`config.mk`:
```
export PLATFORM = sky130hd
export DESIGN_NAME = bounded_linked_list_engine_unit_flat
export DESIGN_NICKNAME = d
export VERILOG_FILES = /design/src/rtl/blle_pkg.sv /design/src/rtl/blle_if.sv /design/src/rtl/blle_ram.sv /design/src/rtl/bounded_linked_list_engine_unit.sv /design/src/flat_wrapper.sv
export SDC_FILE = /design/constraint.sdc
export NUM_CORES = 1
export LEC_CHECK = 0
export ABC_AREA = 1
export BUFFER_PORTS_ARGS = -buffer_cell sky130_fd_sc_hd__clkbuf_2
export CAP_MARGIN = 20
export CORE_AREA = 8 8 289 430
export DETAILED_ROUTE_END_ITERATION = 6
export DIE_AREA = 0 0 297 438
export GPL_TIMING_DRIVEN = 0
export PLACE_DENSITY_LB_ADDON = 0.12
export SYNTH_ARGS = -nofsm -noshare
export SYNTH_HDL_FRONTEND = slang
export SYNTH_SLANG_ARGS = --single-unit
```
`constraint.sdc`:
```
create_clock -name clk_i -period 4.8 [get_ports clk_i]
set_input_delay 0.96 -clock clk_i [delete_from_list [all_inputs] [get_ports clk_i]]
set_output_delay 0.96 -clock clk_i [all_outputs]
set_load 0.1 [all_outputs]
```
`src/rtl/blle_pkg.sv`:
```
// Types and codes shared by the linked list engine files.
`default_nettype none

package blle_pkg;

  typedef logic [1:0]         mode_t;
  typedef logic [1:0]         status_t;
  typedef logic signed [31:0] data_t;
  typedef logic [4:0]         pos_t;
  typedef logic [5:0]         count_t;

  localparam mode_t MODE_INS_FRONT = 2'd0;
  localparam mode_t MODE_INS_BACK  = 2'd1;
  localparam mode_t MODE_SEARCH    = 2'd2;
  localparam mode_t MODE_DELETE    = 2'd3;

  localparam status_t ST_OK        = 2'd0;
  localparam status_t ST_FULL      = 2'd1;
  localparam status_t ST_EMPTY     = 2'd2;
  localparam status_t ST_NOT_FOUND = 2'd3;

endpackage

`default_nettype wire

```
`src/rtl/blle_if.sv`:
```
// Request and response channel interfaces of the linked list engine.
`default_nettype none

interface blle_req_if;
  logic                  valid;
  logic                  ready;
  blle_pkg::mode_t       mode;
  blle_pkg::data_t       value;

  modport source (output valid, output mode, output value, input ready);
  modport sink (input valid, input mode, input value, output ready);
endinterface

interface blle_rsp_if;
  logic                  valid;
  logic                  ready;
  blle_pkg::status_t     status;
  logic                  found;
  blle_pkg::pos_t        position;
  blle_pkg::count_t      count;

  modport source (output valid, output status, output found, output position, output count,
                  input ready);
  modport sink (input valid, input status, input found, input position, input count,
                output ready);
endinterface

`default_nettype wire

```
`src/rtl/blle_ram.sv`:
```
// Generic single-port-write, single-port-read RAM with a registered read.
`default_nettype none

module blle_ram #(
  parameter int unsigned WIDTH = 32,
  parameter int unsigned DEPTH = 32
) (
  input  wire logic                                      clk_i,
  input  wire logic                                      we_i,
  input  wire logic [((DEPTH > 1) ? $clog2(DEPTH) : 1)-1:0] waddr_i,
  input  wire logic [WIDTH-1:0]                          wdata_i,
  input  wire logic [((DEPTH > 1) ? $clog2(DEPTH) : 1)-1:0] raddr_i,
  output logic      [WIDTH-1:0]                          rdata_o
);

  logic [WIDTH-1:0] mem_q [DEPTH];
  logic [WIDTH-1:0] rdata_q;

  always_ff @(posedge clk_i) begin
    if (we_i) begin
      mem_q[waddr_i] <= wdata_i;
    end
    rdata_q <= mem_q[raddr_i];
  end

  assign rdata_o = rdata_q;

endmodule

`default_nettype wire

```
`src/rtl/bounded_linked_list_engine_unit.sv`:
```
// Top level of the bounded singly linked list engine.
`default_nettype none

// The engine keeps up to CAPACITY signed 32-bit values in a singly linked list held in two
// RAMs, one for values and one for next links; freed slots are chained through the link RAM
// and slots never used are handed out by a fill counter, so no clearing pass follows reset.
// It handles one request at a time. An insert goes from acceptance through dispatch, a pop of
// the free list when a freed slot is reused, the write of the slot and, when appending to a
// list that is not empty, the link from the old tail, to its response word. A search or delete
// visits one list entry per cycle, as set by the registered read of the two RAMs, up to the
// entry count, and a delete that matches then unlinks the entry. The next request is accepted
// while the previous response word still waits to be taken.
module bounded_linked_list_engine_unit #(
  parameter int unsigned CAPACITY = 32
) (
  input  wire logic   clk_i,
  input  wire logic   rst_ni,
  blle_req_if.sink    req_i,
  blle_rsp_if.source  rsp_o
);

  localparam int unsigned SW = (CAPACITY > 1) ? $clog2(CAPACITY) : 1;
  localparam int unsigned CW = $clog2(CAPACITY + 1);

  localparam logic [2:0] ST_IDLE = 3'd0;
  localparam logic [2:0] ST_DISP = 3'd1;
  localparam logic [2:0] ST_POP  = 3'd2;
  localparam logic [2:0] ST_INS  = 3'd3;
  localparam logic [2:0] ST_LINK = 3'd4;
  localparam logic [2:0] ST_WALK = 3'd5;
  localparam logic [2:0] ST_DEL  = 3'd6;
  localparam logic [2:0] ST_RESP = 3'd7;

  logic [2:0]        state_q, state_d;
  logic [SW-1:0]     head_q, head_d;
  logic [SW-1:0]     tail_q, tail_d;
  logic [SW-1:0]     free_head_q, free_head_d;
  logic [CW-1:0]     count_q, count_d;
  logic [CW-1:0]     fresh_q, fresh_d;
  logic              out_valid_q, out_valid_d;

  blle_pkg::mode_t   mode_q, mode_d;
  logic [31:0]       val_q, val_d;
  logic [SW-1:0]     cur_q, cur_d;
  logic [SW-1:0]     prev_q, prev_d;
  logic [SW-1:0]     nxt_q, nxt_d;
  logic [SW-1:0]     slot_q, slot_d;
  logic [CW-1:0]     idx_q, idx_d;
  blle_pkg::status_t res_status_q, res_status_d;
  logic              res_found_q, res_found_d;
  blle_pkg::pos_t    res_pos_q, res_pos_d;
  blle_pkg::status_t out_status_q, out_status_d;
  logic              out_found_q, out_found_d;
  blle_pkg::pos_t    out_pos_q, out_pos_d;
  blle_pkg::count_t  out_count_q, out_count_d;

  logic              val_we;
  logic [SW-1:0]     val_waddr;
  logic [31:0]       val_rdata;
  logic              lnk_we;
  logic [SW-1:0]     lnk_waddr;
  logic [SW-1:0]     lnk_wdata;
  logic [SW-1:0]     lnk_rdata;
  logic [SW-1:0]     rd_addr;

  logic              is_insert;
  logic              hit;
  logic [CW-1:0]     idx_inc;

  assign is_insert = (mode_q == blle_pkg::MODE_INS_FRONT) || (mode_q == blle_pkg::MODE_INS_BACK);
  assign hit       = (val_rdata == val_q);
  assign idx_inc   = idx_q + CW'(1);
  assign val_waddr = slot_q;

  blle_ram #(
    .WIDTH (32),
    .DEPTH (CAPACITY)
  ) u_val_ram (
    .clk_i   (clk_i),
    .we_i    (val_we),
    .waddr_i (val_waddr),
    .wdata_i (val_q),
    .raddr_i (rd_addr),
    .rdata_o (val_rdata)
  );

  blle_ram #(
    .WIDTH (SW),
    .DEPTH (CAPACITY)
  ) u_lnk_ram (
    .clk_i   (clk_i),
    .we_i    (lnk_we),
    .waddr_i (lnk_waddr),
    .wdata_i (lnk_wdata),
    .raddr_i (rd_addr),
    .rdata_o (lnk_rdata)
  );

  always_comb begin
    state_d      = state_q;
    head_d       = head_q;
    tail_d       = tail_q;
    free_head_d  = free_head_q;
    count_d      = count_q;
    fresh_d      = fresh_q;
    out_valid_d  = out_valid_q;
    mode_d       = mode_q;
    val_d        = val_q;
    cur_d        = cur_q;
    prev_d       = prev_q;
    nxt_d        = nxt_q;
    slot_d       = slot_q;
    idx_d        = idx_q;
    res_status_d = res_status_q;
    res_found_d  = res_found_q;
    res_pos_d    = res_pos_q;
    out_status_d = out_status_q;
    out_found_d  = out_found_q;
    out_pos_d    = out_pos_q;
    out_count_d  = out_count_q;
    val_we       = 1'b0;
    lnk_we       = 1'b0;
    lnk_waddr    = cur_q;
    lnk_wdata    = '0;
    rd_addr      = cur_q;

    if (rsp_o.ready) begin
      out_valid_d = 1'b0;
    end

    unique case (state_q)
      ST_IDLE: begin
        if (req_i.valid) begin
          mode_d  = req_i.mode;
          val_d   = req_i.value;
          cur_d   = head_q;
          prev_d  = head_q;
          idx_d   = '0;
          state_d = ST_DISP;
        end
      end
      ST_DISP: begin
        res_status_d = blle_pkg::ST_OK;
        res_found_d  = 1'b0;
        res_pos_d    = '0;
        if (is_insert) begin
          if (count_q == CW'(CAPACITY)) begin
            res_status_d = blle_pkg::ST_FULL;
            state_d      = ST_RESP;
          end else if (fresh_q != count_q) begin
            rd_addr = free_head_q;
            state_d = ST_POP;
          end else begin
            slot_d  = fresh_q[SW-1:0];
            fresh_d = fresh_q + CW'(1);
            state_d = ST_INS;
          end
        end else if (count_q == '0) begin
          res_status_d = blle_pkg::ST_EMPTY;
          state_d      = ST_RESP;
        end else begin
          state_d = ST_WALK;
        end
      end
      ST_POP: begin
        slot_d      = free_head_q;
        free_head_d = lnk_rdata;
        state_d     = ST_INS;
      end
      ST_INS: begin
        val_we    = 1'b1;
        lnk_we    = 1'b1;
        lnk_waddr = slot_q;
        lnk_wdata = ((count_q != '0) && (mode_q == blle_pkg::MODE_INS_FRONT)) ? head_q : '0;
        count_d   = count_q + CW'(1);
        if (count_q == '0) begin
          head_d  = slot_q;
          tail_d  = slot_q;
          state_d = ST_RESP;
        end else if (mode_q == blle_pkg::MODE_INS_FRONT) begin
          head_d  = slot_q;
          state_d = ST_RESP;
        end else begin
          state_d = ST_LINK;
        end
      end
      ST_LINK: begin
        lnk_we    = 1'b1;
        lnk_waddr = tail_q;
        lnk_wdata = slot_q;
        tail_d    = slot_q;
        state_d   = ST_RESP;
      end
      ST_WALK: begin
        if (hit) begin
          res_found_d = 1'b1;
          res_pos_d   = blle_pkg::pos_t'(idx_q);
          if (mode_q == blle_pkg::MODE_DELETE) begin
            lnk_we      = 1'b1;
            lnk_waddr   = cur_q;
            lnk_wdata   = free_head_q;
            free_head_d = cur_q;
            nxt_d       = lnk_rdata;
            state_d     = ST_DEL;
          end else begin
            state_d = ST_RESP;
          end
        end else if (idx_inc == count_q) begin
          res_status_d = blle_pkg::ST_NOT_FOUND;
          state_d      = ST_RESP;
        end else begin
          prev_d  = cur_q;
          cur_d   = lnk_rdata;
          idx_d   = idx_inc;
          rd_addr = lnk_rdata;
        end
      end
      ST_DEL: begin
        if (idx_q == '0) begin
          head_d = nxt_q;
        end else begin
          lnk_we    = 1'b1;
          lnk_waddr = prev_q;
          lnk_wdata = nxt_q;
        end
        if (cur_q == tail_q) begin
          tail_d = prev_q;
        end
        count_d = count_q - CW'(1);
        if (count_q == CW'(1)) begin
          head_d = '0;
          tail_d = '0;
        end
        state_d = ST_RESP;
      end
      ST_RESP: begin
        if (!out_valid_q || rsp_o.ready) begin
          out_valid_d  = 1'b1;
          out_status_d = res_status_q;
          out_found_d  = res_found_q;
          out_pos_d    = res_pos_q;
          out_count_d  = blle_pkg::count_t'(count_q);
          state_d      = ST_IDLE;
        end
      end
      default: begin
        state_d = ST_IDLE;
      end
    endcase
  end

  always_ff @(posedge clk_i or negedge rst_ni) begin
    if (!rst_ni) begin
      state_q     <= ST_IDLE;
      head_q      <= '0;
      tail_q      <= '0;
      free_head_q <= '0;
      count_q     <= '0;
      fresh_q     <= '0;
      out_valid_q <= 1'b0;
    end else begin
      state_q     <= state_d;
      head_q      <= head_d;
      tail_q      <= tail_d;
      free_head_q <= free_head_d;
      count_q     <= count_d;
      fresh_q     <= fresh_d;
      out_valid_q <= out_valid_d;
    end
  end

  always_ff @(posedge clk_i) begin
    mode_q       <= mode_d;
    val_q        <= val_d;
    cur_q        <= cur_d;
    prev_q       <= prev_d;
    nxt_q        <= nxt_d;
    slot_q       <= slot_d;
    idx_q        <= idx_d;
    res_status_q <= res_status_d;
    res_found_q  <= res_found_d;
    res_pos_q    <= res_pos_d;
    out_status_q <= out_status_d;
    out_found_q  <= out_found_d;
    out_pos_q    <= out_pos_d;
    out_count_q  <= out_count_d;
  end

  assign req_i.ready    = (state_q == ST_IDLE);
  assign rsp_o.valid    = out_valid_q;
  assign rsp_o.status   = out_status_q;
  assign rsp_o.found    = out_found_q;
  assign rsp_o.position = out_pos_q;
  assign rsp_o.count    = out_count_q;

endmodule

`default_nettype wire

```
`src/flat_wrapper.sv`:
```
// flat-port wrapper written by rule: the top's interface ports become plain ports
module bounded_linked_list_engine_unit_flat 
#(
  parameter int unsigned CAPACITY = 32
)
  (clk_i, rst_ni, req_i_valid, req_i_mode, req_i_value, req_i_ready, rsp_o_valid, rsp_o_status, rsp_o_found, rsp_o_position, rsp_o_count, rsp_o_ready);
  blle_req_if req_i_i ();
  blle_rsp_if rsp_o_i ();
  input  wire logic clk_i;
  input  wire logic rst_ni;
  input wire logic [$bits(req_i_i.valid)-1:0] req_i_valid;
  input wire logic [$bits(req_i_i.mode)-1:0] req_i_mode;
  input wire logic [$bits(req_i_i.value)-1:0] req_i_value;
  output wire logic [$bits(req_i_i.ready)-1:0] req_i_ready;
  output wire logic [$bits(rsp_o_i.valid)-1:0] rsp_o_valid;
  output wire logic [$bits(rsp_o_i.status)-1:0] rsp_o_status;
  output wire logic [$bits(rsp_o_i.found)-1:0] rsp_o_found;
  output wire logic [$bits(rsp_o_i.position)-1:0] rsp_o_position;
  output wire logic [$bits(rsp_o_i.count)-1:0] rsp_o_count;
  input wire logic [$bits(rsp_o_i.ready)-1:0] rsp_o_ready;
  assign req_i_i.valid = req_i_valid;
  assign req_i_i.mode = req_i_mode;
  assign req_i_i.value = req_i_value;
  assign req_i_ready = req_i_i.ready;
  assign rsp_o_valid = rsp_o_i.valid;
  assign rsp_o_status = rsp_o_i.status;
  assign rsp_o_found = rsp_o_i.found;
  assign rsp_o_position = rsp_o_i.position;
  assign rsp_o_count = rsp_o_i.count;
  assign rsp_o_i.ready = rsp_o_ready;
  bounded_linked_list_engine_unit #(.CAPACITY(CAPACITY)) u_core (.clk_i(clk_i), .rst_ni(rst_ni), .req_i(req_i_i), .rsp_o(rsp_o_i));
endmodule
```
# Word-level counts from Yosys, hierarchy flattened
# Memory sizes are Yosys's and may differ from the RTL's. A register that Yosys moved wholly into a read port is not among the register bits.
# Cells that the tools add are included.
[totals] regBits=113 latchBits=0 ramBits=1184 rom_bits=0 out_inout_bits=16 elab_cells=162 mem_count=2
[mem_list] memory="u_core.u_val_ram.mem_q" depth=32 word_bits=32 rd=1 rd_ports_with_merged_regs=1 wr=1 line="blle_ram.sv:16" source="logic [WIDTH-1:0] mem_q [DEPTH];"
[mem_list] memory="u_core.u_lnk_ram.mem_q" depth=32 word_bits=5 rd=1 rd_ports_with_merged_regs=1 wr=1 line="blle_ram.sv:16"
[op_classes] add_sub_neg=4 multipliers=0 n_div=0 n_lt_le_gt_ge=0 n_eq_ne=30 n_shift=0 muxes=73 bitwise_logic=2 reduce_logical=30
[op_table] op="5-bit two-way mux" count=26
[op_table] op="5-bit one-hot mux with 2 select lines" count=7
[op_table] op="32-bit equality test" count=1
[op_table] op="5-bit one-hot mux with 3 select lines" count=2
[op_table] op="6-bit one-hot mux with 2 select lines" count=2
[op_table] op="3-bit two-way mux" count=7
[op_table] op="3-bit one-hot mux with 7 select lines" count=1
[op_table] op="5-bit one-hot mux with 4 select lines" count=1
[op_table] op="6-bit by 1-bit adder with 6-bit output (second input constant)" count=3
[op_table] op="6-bit two-way mux" count=3
[op_table] op="3-bit AND reduction" count=6
[op_table] op="1-bit two-way mux" count=15
[op_table] op="3-bit equality test (second input constant)" count=4
[op_table] op="6-bit zero test" count=2
[op_table] op="2-bit two-way mux" count=6
[op_table] op="2-bit by 1-bit != test with 1-bit output (second input constant)" count=6
[op_table] op="3-bit by 1-bit != test with 1-bit output (second input constant)" count=4
[op_table] op="4-bit AND reduction" count=3
[op_table] op="2-bit != test (second input constant)" count=5
[op_table] op="2-bit nonzero test" count=5
[op_table] op="2-bit AND reduction" count=4
[op_table] op="3-bit by 2-bit equality test with 1-bit output (second input constant)" count=2
[op_table] op="6-bit by 1-bit equality test with 1-bit output (second input constant)" count=1
[op_table] op="6-bit equality test" count=1
[op_table] op="19 further kinds" count=22

# Depth between registers and ports, before layout
[logic_depth] ltp_word=6 ltp_mapped=24 ltp_nobuf=22

# Modules after synthesis
# A second synthesis with hierarchy kept.
[unflattened] cells_unflattened=4770 hier_area_um2=55145.4
[by_module_without_submodules] mod="blle_ram (u_core.u_val_ram)" instances=1 cells_each=3536 area_per_inst_um2=42405.7 seq_area_each_um2=31390.1
[by_module_without_submodules] mod="blle_ram (u_core.u_lnk_ram)" instances=1 cells_each=595 area_per_inst_um2=6796.5 seq_area_each_um2=4904.7
[by_module_without_submodules] mod="bounded_linked_list_engine_unit" instances=1 cells_each=639 area_per_inst_um2=5943.2 seq_area_each_um2=3238.1

# Least setup slack after synthesis
# Ideal clock, no wire load.
[synth_path] path_kind="flip-flop to flip-flop" from="register u_core.val_q[4]" to="memory u_core.u_lnk_ram.mem_q[0][0] (netlist bit), data pin" arrival_time_ns=3.352 t_required_ns=4.346 slack_ns=0.994 stages_incl_launch_ff=12 period_less_slack_ns=3.806 path_cell_list="edfxtp_1 -> xnor2_1 -> nand2_1 -> nor2_1 -> nand2_1 -> nor2_1 -> nand2_1 -> nor2_1 -> inv_1 -> nor2_1 -> inv_1 -> o21ai_0"
[synth_between] elab_chain_len=3
[synth_lines] item="start, declared" line="bounded_linked_list_engine_unit.sv:43" source="logic [31:0] val_q, val_d;"
[synth_lines] item="start signal, assigned" line="bounded_linked_list_engine_unit.sv:274" source="val_q <= val_d;"
[synth_lines] item="32-bit equality test" line="bounded_linked_list_engine_unit.sv:71" source="assign hit = (val_rdata == val_q);"
[synth_lines] item="5-bit two-way mux" line="bounded_linked_list_engine_unit.sv:195" source="if (hit) begin"
[synth_lines] item="5-bit one-hot mux with 4 select lines" line="bounded_linked_list_engine_unit.sv:131" source="unique case (state_q)"
[synth_lines] item="named net u_core.lnk_wdata[0]" line="bounded_linked_list_engine_unit.sv:62" source="logic [SW-1:0] lnk_wdata;"
[synth_lines] item="end, declared" line="blle_ram.sv:16"
# The timed path passes the listed nets, and every way through them passes these cells.

# Final worst setup path
[layout_path] from="register u_core.val_q[25]" to="register u_core.u_val_ram.rdata_q[15] (netlist: u_core.u_val_ram.rdata_o[15]) (read register of u_core.u_val_ram.mem_q)"
[layout_between] elab_chain_len=3
[layout_lines] item="32-bit equality test" line="bounded_linked_list_engine_unit.sv:71"
[layout_lines] item="5-bit two-way mux"
[layout_lines] item="5-bit one-hot mux with 2 select lines" line="bounded_linked_list_engine_unit.sv:131"
[layout_lines] item="end, declared" line="blle_ram.sv:17" source="logic [WIDTH-1:0] rdata_q;"
# Every way passes these cells.
# A chain may end at the register's enable or synchronous reset.

==> run_results.csv <==
group,metric,value,unit
sta,slew_viol_final,0,
synth,yosysWarnings,0,
worst_setup_path,cp-start-kind,"flop",
finish,layout-drive-gt1-share,10.9,%
placement,place_ws,-280,ps
finish,antenna_cells,0,
placement,gp_congestion,0.943,
worst_setup_path,cp_max_fo,18,
sta,min_period,4790,ps
clock_network,hold_buffers,0,
worst_setup_path,worstSetupPathType,"flop to flop",
global_route,track_usage,28.8,%
synth,ys_seq_area_share,67.6,%
sta,setup-violations-final,0,
global_route,grt_max_degree,33,
sta,fin_ws,8.23,ps
sta,tns,0,ps
global_route,antenna_found_initial,10,
synth,synth_edf_count,1266,
drt,vias,42138,
drt,wire_per_inst,25.6,microns
sta,hold_violations,0,
sta,skew,29.2,ps
sta,finalCritPeriodShare,99.8,%
sta,clock.fmax,209,MHz
placement,dp_cells,7198,
drt,drt_iter0_drc,4019,
clock_network,insertion_delay,770,ps
floorplan,die_w,297,microns
drt,routed_wl,191000,microns
clock_network,cts-buffers-inserted,132,
worst_setup_path,required,5490,ps
finish,layout_common_cells,"nand2_1 (1,324), nand3_1 (1,299), edfxtp_1 (1,266)",
floorplan,ios,54,
run,max_cap_viol_count,0,
drt,drc_errors,0,
finish,fill_cells,10089,
placement,io_buffers,53,
synth,synth-async-reset-ratio,2.32,%
clock_network,h-tree-depth,4,
clock_network,tritoncts,"done",
min_path,hp-class,"input port to asynchronous set/reset pin",
clock_network,cts_sinks,1334,
clock_network,clock_path_buffers,3,
global_route,grt_pass1_vias,41378,
status,status,"completed",
synth,avgSynthCellArea,10.6,sq um
sta,timing.slew.headroom,20.4,%
finish,final_common_cell,"nand2_1",
floorplan,dieArea,130000,sq um
floorplan,die_y,438,microns
global_route,grt_pass1_wl,273000,microns
drt,first_pass_iters,5,
finish,fin_nets,5860,
floorplan,rows,155,
global_route,grt_overflow_total,0,
synth,synth-seq-cells,1334,
synth,ys_types,46,
floorplan,coreArea,118000,sq um
synth,synth-main-ff-cell,"edfxtp_1",
drt,antenna_left,0,
clock_network,cts-root-buf,"clkbuf_16",
synth,syn_nets,5541,
worst_setup_path,crit_path_end_kind,"flop",
worst_setup_path,startpoint,"u_core.val_q[25]",
finish,final_core_util,57.2,%
synth,synth_cells,5497,
floorplan,floorplan.initialDensity,49.5,%
clock_network,clkTransAtPathRegs,60,ps
worst_setup_path,r2r-start,"u_core.val_q[25]",
worst_setup_path,crit_arrival,5480,ps
finish,fin_cells,7484,
finish,syn_to_final_growth,15.7,%
drt,via_per_inst,5.63,
placement,place_hpwl,135000,microns
synth,syn-cell-area,58500,sq um
sta,worst_slew_pin_slew,1190,ps
==> cells by family after synthesis <==
group | after synthesis | share of synthesized area (%)
xor gates and xnor gates | 29 | 0.434
muxes | 2 | 0.0385
and+or+nand+nor | 2955 | 23.0
adders and majority gates | 6 | 0.128
DFF | 1334 | 67.6
AOI/OAI and AO/OA | 97 | 1.07
buffers and inverters | 1074 | 7.71
==> critical path, stage by stage, from the launching register on <==
cell and delay, ps:
edfxtp_1 830, buf_16 240, inv_1 50, nand2_1 50, nand2_1 40, nand2_1 60, nor2_1 30, nand2_1 100
nor2_1 60, nand2_1 350, nand2_2 190, nand2_1 120, nand3_2 100, a21oi_4 650, buf_2 600, buf_2 370
nand2_1 90, nand3_1 90, nand3_1 130, nand2_1 280, nand2_1 130, nand2_1 90
==> per-layer routing <==
layer	vias up	part of all wire [%]	global-route usage, %	wire length (microns)
li1	19191	-	-	-
met1	20502	35	31.9	66800
met2	1867	50	50.1	95300
met3	576	7.0	5.13	13400
met4	2	8.3	20.4	15900
met5	-	0.0068	0	13
==> Yosys cell counts (2+ instances only) <==
| cell type | n | area, sq um |
|---|---|---|
| buf_2 | 147 | 736 |
| clkbuf_1 | 89 | 334 |
| ha_1 | 6 | 75.1 |
| dfxtp_1 | 37 | 741 |
| edfxtp_1 | 1266 | 38000 |
| o2111ai_1 | 4 | 35.0 |
| dfrtp_1 | 31 | 776 |
| o22ai_1 | 9 | 56.3 |
| a221oi_1 | 9 | 78.8 |
| inv_2 | 9 | 33.8 |
| a21oi_1 | 23 | 115 |
| nand2_1 | 1324 | 4970 |
| a31oi_1 | 6 | 37.5 |
| o41ai_1 | 2 | 17.5 |
| nand3_2 | 2 | 20.0 |
| inv_1 | 738 | 2770 |
| nor3_2 | 2 | 20.0 |
| nor2_1 | 125 | 469 |
| xor2_1 | 9 | 78.8 |
| nor3_1 | 9 | 45.0 |
| nand3b_1 | 185 | 1390 |
| nand4_1 | 2 | 12.5 |
| buf_1 | 24 | 90.1 |
| nand3_1 | 1299 | 6500 |
| nand2_2 | 3 | 18.8 |
| mux2_2 | 2 | 22.5 |
| buf_4 | 49 | 368 |
| o221ai_1 | 3 | 26.3 |
| clkinv_1 | 3 | 11.3 |
| o21ai_2 | 3 | 26.3 |
| o21ai_0 | 28 | 140 |
| o211ai_1 | 2 | 15.0 |
| buf_6 | 15 | 169 |
| xnor2_1 | 20 | 175 |
==> worst paths after layout <==
path	to	slack (ps)	cells after the start
setup / recovery	u_core.u_val_ram.rdata_o[15]	8	21
hold / removal	u_core.fresh_q[0]	330	1
setup reg to reg	u_core.u_val_ram.rdata_o[15]	8	21
hold reg to reg	u_core.rsp_o.found	430	0
max in group asynchronous	u_core.head_q[3]	3880	1
min in group clk_i	u_core.mode_q[1]	370	1
==> flip-flops by register name, indices dropped and copies added, names as in the netlist, 6 cells and up <==
name and cells:
u_core.u_val_ram.mem_q 1024, u_core.rsp_o.count 6, u_core.val_q 32, u_core.u_lnk_ram.mem_q 160, u_core.fresh_q 6, u_core.u_val_ram.rdata_o 32
u_core.idx_q 6, u_core.count_q 6
==> what timing repair did <==
| action | in CTS | in global routing |
|---|---|---|
| endpoints found under the setup margin | 179 | 144 |
| resized for setup | 5 | 1 |
| buffers inserted | 14 | 41 |
| pin swaps | 0 | 1 |
==> stage by stage <==
step / hold slack [ps] / area [sq um]
2_1_floorplan: 400 / 58500
3_3_place_gp: 417 / 60700
3_5_place_dp: 405 / 62900
4_1_cts: 305 / 67200
5_1_grt: 334 / 67700
6_report: 325 / 67700
==> layout make-up <==
class | count | area (sq um) | share of cell area (%)
sequential | 1334 | 39500 | 58.4
multi-input combinational | 3089 | 14800 | 21.9
clock buffer | 179 | 3720 | 5.50
inverter | 750 | 2820 | 4.16
timing repair buffer | 186 | 2740 | 4.05
tap | 1570 | 1960 | 2.90
buffer | 323 | 1700 | 2.51
clock inverter | 53 | 393 | 0.581
Power is not shown: default switching activity piles up to over one toggle a cycle in this logic, so the estimate is an artifact.
